## config.mk

```make
export PLATFORM = sky130hd
export DESIGN_NAME = oaht_probe
export DESIGN_NICKNAME = d
export VERILOG_FILES = /design/src/hdl/oaht_pkg.sv /design/src/hdl/oaht_probe.sv
export SDC_FILE = /design/constraint.sdc
export NUM_CORES = 1
export LEC_CHECK = 0
export ABC_AREA = 1
export BUFFER_PORTS_ARGS = -buffer_cell sky130_fd_sc_hd__buf_2
export CAP_MARGIN = 20
export CORE_MARGIN = 2
export CORE_UTILIZATION = 45
export CTS_CLUSTER_SIZE = 14
export DETAILED_ROUTE_END_ITERATION = 8
export PLACE_DENSITY_LB_ADDON = 0.08
export SYNTH_ARGS = -nofsm -noshare
export SYNTH_HDL_FRONTEND = slang
export SYNTH_SLANG_ARGS = --single-unit
```

## constraint.sdc

```tcl
create_clock -name clk -period 2.1 [get_ports clk]
set_input_delay 0.105 -clock clk [delete_from_list [all_inputs] [get_ports clk]]
set_output_delay 0.105 -clock clk [all_outputs]
set_load 0.02 [all_outputs]
```

## src/hdl/oaht_pkg.sv

```systemverilog
// ----------------------------------------------------------------------------
// oaht_pkg: shared types and constants for the open address hash table
// Command and status codes, FSM states, and the probe unit interface structs.
// ----------------------------------------------------------------------------
package oaht_pkg;

	localparam int DEPTH_DEF = 1024;
	localparam int KEY_W     = 32;
	localparam int VAL_W     = 32;
	localparam int HASH_W    = 32;
	localparam int CNT_W     = 11;
	localparam int SLOT_W    = 10;    // index width of the largest table (1024 slots)
	localparam int CODE_W    = 4;
	localparam int LG_W      = 4;
	localparam logic [CODE_W-1:0] CODE_MAX = 4'd11;
	localparam int LG_MAX    = 10;

	typedef enum logic [1:0] {
		CMD_INSERT = 2'd0,
		CMD_LOOKUP = 2'd1,
		CMD_UPDATE = 2'd2,
		CMD_REMOVE = 2'd3
	} cmd_t;

	typedef enum logic [2:0] {
		STS_DONE      = 3'd0,
		STS_PRESENT   = 3'd1,
		STS_NOT_FOUND = 3'd2,
		STS_FULL      = 3'd3,
		STS_NO_SLOT   = 3'd4
	} status_t;

	typedef enum logic [1:0] {
		ST_CLEAR = 2'd0,
		ST_IDLE  = 2'd1,
		ST_PROBE = 2'd2
	} state_t;

	// probe unit control and status
	typedef struct packed {
		logic load;   // start a new probe sequence
		logic adv;    // step to the next slot
	} probe_ctl_t;

	typedef struct packed {
		logic blocked;  // slot holds a different key
		logic last;     // no step left
	} probe_sts_t;

	// log2 of the slot count for a size code, capped at lg_cap; code 0 is handled apart
	function automatic logic [LG_W-1:0] lg_of_code(input logic [CODE_W-1:0] code,
			input logic [LG_W-1:0] lg_cap);
		logic [CODE_W-1:0] c;
		logic [LG_W-1:0]   l;
		c = (code > CODE_MAX) ? CODE_MAX : code;
		l = LG_W'(c - 4'd1);
		return (l > lg_cap) ? lg_cap : l;
	endfunction

endpackage

```

## src/hdl/oaht_probe.sv

```systemverilog
// ----------------------------------------------------------------------------
// oaht_probe: probe sequence unit
// Holds slot index and step; one add-and-mask per step, key compare on read data.
// ----------------------------------------------------------------------------
module oaht_probe (
	input  logic                         clk,
	input  oaht_pkg::probe_ctl_t         ctl,
	input  logic [oaht_pkg::HASH_W-1:0]  hash,
	input  logic [oaht_pkg::SLOT_W-1:0]  mask,
	input  logic [oaht_pkg::KEY_W-1:0]   key_req,
	input  logic [oaht_pkg::KEY_W-1:0]   rd_key,
	output logic [oaht_pkg::SLOT_W-1:0]  addr_nxt,
	output logic [oaht_pkg::SLOT_W-1:0]  idx,
	output oaht_pkg::probe_sts_t         sts
);

	logic [oaht_pkg::SLOT_W-1:0] idx_q;
	logic [oaht_pkg::SLOT_W-1:0] step_q;

	always_comb begin
		priority if (ctl.load) begin
			addr_nxt = hash[oaht_pkg::SLOT_W-1:0] & mask;
		end else if (ctl.adv) begin
			addr_nxt = (idx_q + step_q) & mask;
		end else begin
			addr_nxt = idx_q;
		end
	end

	always_ff @(posedge clk) begin
		if (ctl.load) begin
			idx_q  <= addr_nxt;
			step_q <= mask;
		end else if (ctl.adv) begin
			idx_q  <= addr_nxt;
			step_q <= step_q - 1'b1;
		end
	end

	assign idx         = idx_q;
	assign sts.blocked = (rd_key != '0) && (rd_key != key_req);
	assign sts.last    = (step_q == '0);

endmodule

```

After elaboration in Yosys (flattened, before gate mapping):

Index checks and enable logic that the tools add are counted.

* output and inout port bits: 22
* input bits: 109
* register bits after elaboration: 20
* logic and storage cells: 17

* add/subtract/negate cells: 2
* equal/unequal tests: 1
* bitwise logic cells: 2
* mux-type cells: 6
* reduce and logical (&&, ||, !) cells: 4

Operators by type and width (number)
* two-way mux 10 bit: 6
* != test 32 bit: 1
* nonzero test 32 bit: 1
* AND 10 bit: 2
* adder 10 bit: 1
* zero test 10 bit: 1
* subtractor 10 x 1 -> 10 bit, second input constant: 1
* nonzero test 2 bit: 1
* logical AND 1 bit: 1

Longest topological paths before layout:

* word-level depth: 6
* mapped depth: 10
* mapped depth without buffers: 10

Worst setup path after synthesis:

Ideal clock, no wire load.

* path type: flip-flop to flip-flop
* start: reg idx_q, in the netlist idx[0]
* end: reg idx_q, in the netlist idx[8], data pin
* library setup time: 0.304 ns
* cell stages (with the launch flop): 10
* clock period less this slack: 2.019 ns
* required time: 1.796 ns
* arrival: 1.715 ns
* path slack: 0.081 ns
* cell sequence: edfxtp_1 ha_1 inv_1 fa_1 o21ai_2 nand2_1 nand2_1 nand2_1 nand3b_1 nand2_1

* cells in the longest elaborated chain, start to end: 6

RTL lines
* start, declared: line oaht_probe.sv:17 `logic [oaht_pkg::SLOT_W-1:0] idx_q;`
* start signal, assigned: line oaht_probe.sv:32 `idx_q <= addr_nxt;`
* start signal, assigned: line oaht_probe.sv:35 `idx_q <= addr_nxt;`
* adder 10 bit (*): line oaht_probe.sv:24 `addr_nxt = (idx_q + step_q) & mask;`
* AND 10 bit (*): line oaht_probe.sv:24
* two-way mux 10 bit (*): line oaht_probe.sv:23 `end else if (ctl.adv) begin`
* two-way mux 10 bit (*): line oaht_probe.sv:21 `priority if (ctl.load) begin`
* via addr_nxt (one bit): line oaht_probe.sv:12 `output logic [oaht_pkg::SLOT_W-1:0] addr_nxt,`
* two-way mux 10 bit: line oaht_probe.sv:34 `end else if (ctl.adv) begin`
* two-way mux 10 bit (*): line oaht_probe.sv:31 `if (ctl.load) begin`

The timed path passes the listed nets; every way through them passes the cells marked *. The select of a mux whose other input is x is not followed.
A chain may end at the register's enable or synchronous reset.

Worst setup path after layout:

* start: reg step_q[0] (netlist bit)
* end: out addr_nxt[6] (netlist bit)

* cells in the longest elaborated chain, start to end: 4

RTL lines
* start, declared: line oaht_probe.sv:18 `logic [oaht_pkg::SLOT_W-1:0] step_q;`
* start signal, assigned: line oaht_probe.sv:33 `step_q <= mask;`
* start signal, assigned: line oaht_probe.sv:36 `step_q <= step_q - 1'b1;`
* adder 10 bit: line oaht_probe.sv:24
* AND 10 bit: line oaht_probe.sv:24
* two-way mux 10 bit: line oaht_probe.sv:23
* two-way mux 10 bit: line oaht_probe.sv:21
* end, declared: line oaht_probe.sv:12

Every way passes these cells.

==> impl_metrics.toml <==
[setup_path]
crit_arrival_ns = 1.97
crit_fanout = 3
worst-r2r-cell-count = 9
path_class = "reg -> out"
worst_ep_required_time_ns = 2.00
cp_slowest_cell = "fa_2"
crit_chain = "ha_4, inv_2, fa_2, o21ai_4, nand2_1, nand2_1, nand2_1, nand3_2, nand2_2, buf_6"
cp-end-kind = "primary output"
cpMostUsedCell = "nand2_1"
startpoint_type = "register"
slowest_delay_ns = 0.41

[timing]
setup_slack_ns = 0.0218
skew_ns = 0.00565
tightest_slew_ns = 0.298
slew_viol_final = 0
hold_viol = 0
fin_crit_ns = 2.08
rsz0062_at_grt = "true"
setup_viol_count_final = 0
slew_headroom_pct = 80.1
max_freq_ghz = 0.481
whs_ns = 0.159
period_share_pct = 99.0

[place]
post-place-ws_ns = 0.161
dpl_cell_area_sq_um = 2980
dp_hpwl_um = 4960
gp_congestion = 0.901
io_buffers = 108

[min_path]
min_path_type = "in -> reg"
min_path_cells = 3

[synthesis]
ys_warn_count = 0
syn_area_per_cell_sq_um = 5.99
yosysSeqAreaShare_pct = 25.5
synth_cell_type_count = 29
syn_area_sq_um = 2350
syn-instance-count = 393
synth_nets = 513
synth.ff_latch_count = 20

[detailed_routing]
viasPerCell = 4.67
wire_per_inst_um = 10.9
drcViolationCount = 0
firstDrtPassIters = 5
wl_um = 6380
drt_iter0_markers = 102
num_vias = 2731
antenna_left = 0

[floorplanning]
die_y_um = 76.3
start_util_pct = 46.4
io_pins = 131
dieArea_sq_um = 5820
coreArea_sq_um = 5070
rows = 26
die-width_um = 76.3

[clock_tree]
path_clk_slew_ns = 0.08
clock_path_buffers = 2
clk_latency_ns = 0.27
cts_made_buffers = 3
root_buffer = "clkbuf_8"
tritoncts = "done"
htreeDepth = 1
clkSinkCount = 20

[grt]
grt_antenna_before_repair = 0
grt_overflow = 0
grt_pass1_wl_um = 10000
grt_max_degree = 27
grt_usage_pct = 20.3
grt_pass1_vias = 2368

[run]
drv_cap = 0

[pwr]
p_per_area_nw_per_um2 = 511
irDropWorstVdd_v = 0.000324
p_leak_nw = 1.86

[finish]
fill_cells = 511
num-nets-final = 636
area_growth_pct = 39.1
postLayoutCoreUtil_pct = 64.5
final_design_area_no_fill_sq_um = 3270
final_layout_size_suffix_gt1_share_pct = 29.7
antenna_cells = 0

[run_status]
outcome = "completed"
[flip-flops by register name, summed over array words and instances (netlist names)]
| signal | count |
|---|---|
| idx | 10 |
| step_q | 10 |
[cells in the mapped netlist]
cell      instances  share of area (%)
nor3_1            2               0.43
xnor2_1           5                1.9
nor2_2            4                1.1
nor2_4            2               0.96
nor4_1            4                1.1
nand3_2           1               0.43
buf_2             1               0.21
inv_1            76                 12
nand3_1          22                4.7
o211ai_1          1               0.32
a32o_1            5                2.1
o21ai_0           8                1.7
nand3b_1          6                1.9
o21ai_1           2               0.43
fa_1              1               0.85
a21o_1            1               0.32
a21oi_1           7                1.5
nor2_1           56                8.9
xor2_1            5                1.9
nand3b_2          1               0.48
inv_2             2               0.32
a31oi_1           1               0.27
nand4_1           7                1.9
edfxtp_1         20                 26
nand2_1         139                 22
o21ai_2           1               0.37
o21a_1            1               0.32
ha_1             10                5.3
buf_4             2               0.64
[routing by layer]
metal,part of all wire [%],vias up,global-route usage (%)
li1,-,1474,-
met1,45,1178,26.9
met2,49,75,35.8
met3,5.6,4,3.67
met4,0.56,0,1.45
met5,0,-,0
[report_power, final]
part / total [mW] / internal [mW] / switching (mW) / leakage (nW)
clock: 0.270 / 0.131 / 0.139 / 0.0231
sequential: 0.570 / 0.505 / 0.0646 / 0.213
combinational: 0.834 / 0.377 / 0.457 / 1.62
total: 1.67 / 1.01 / 0.660 / 1.86
[final timing paths]
path,end,startpoint,slack [ns]
max,addr_nxt[6],step_q[0]$_DFFE_PP_,0.02
min,step_q[9]$_DFFE_PP_,mask[9],0.16
max reg2reg,idx[6]$_DFFE_PP_,step_q[0]$_DFFE_PP_,0.28
min reg2reg,idx[2]$_DFFE_PP_,idx[2]$_DFFE_PP_,0.71
[cell families (layout without fill, tap and decap cells)]
logic type | Yosys count | count (layout) | share of synthesized area, %
simple gates | 244 | 244 | 44.0
compound gates | 27 | 27 | 7.34
xor+xnor | 10 | 10 | 3.72
buf+inv | 81 | 203 | 13.3
fa+ha+maj | 11 | 11 | 6.17
flops | 20 | 20 | 25.5
[cells in the final DEF, fill, tap and decap left out, types with 6 or more instances in the layout]
| cell | count |
|---|---|
| a21oi_1 | 7 |
| buf_2 | 104 |
| buf_4 | 14 |
| edfxtp_1 | 20 |
| ha_4 | 8 |
| inv_1 | 75 |
| nand2_1 | 136 |
| nand3_1 | 19 |
| nand3b_1 | 6 |
| nand4_1 | 7 |
| nor2_1 | 56 |
| o21ai_0 | 8 |
[area by class of cell]
type | count | area [sq um] | area share, %
Multi-Input combinational cell | 292 | 1590 | 48.5
Tap cell | 70 | 87.6 | 2.67
Inverter | 78 | 293 | 8.94
Timing Repair Buffer | 121 | 659 | 20.1
Clock buffer | 3 | 41.3 | 1.26
Sequential cell | 20 | 601 | 18.3
Clock inverter | 1 | 3.75 | 0.115
[critical path: cells and delay by family, from the launching register on]
kind | cells | cell delay, ns
adders and majority gates | 2 | 0.57
AOI/OAI and AO/OA | 1 | 0.21
DFF | 1 | 0.40
buffers and inverters | 2 | 0.17
and+or+nand+nor | 5 | 0.35
[per-stage QoR]
step / std cells / TNS [ns] / total power [mW]
after floorplan: 393 / 0 / 1.03
after global placement: 571 / 0 / 1.26
after detailed placement: 571 / 0 / 1.27
after CTS: 577 / 0 / 1.56
after global routing: 585 / -0.219 / 1.80
final: 585 / 0 / 1.67
[timing repair]
action                                  4_1_cts  5_1_grt
resized for setup                             3       25
pin swaps                                     1       10
hold buffers                                  0        0
setup buffers                                 2        8
endpoints found under the setup margin        3        8
No activity file was read; power rests on OpenSTA's default activity.
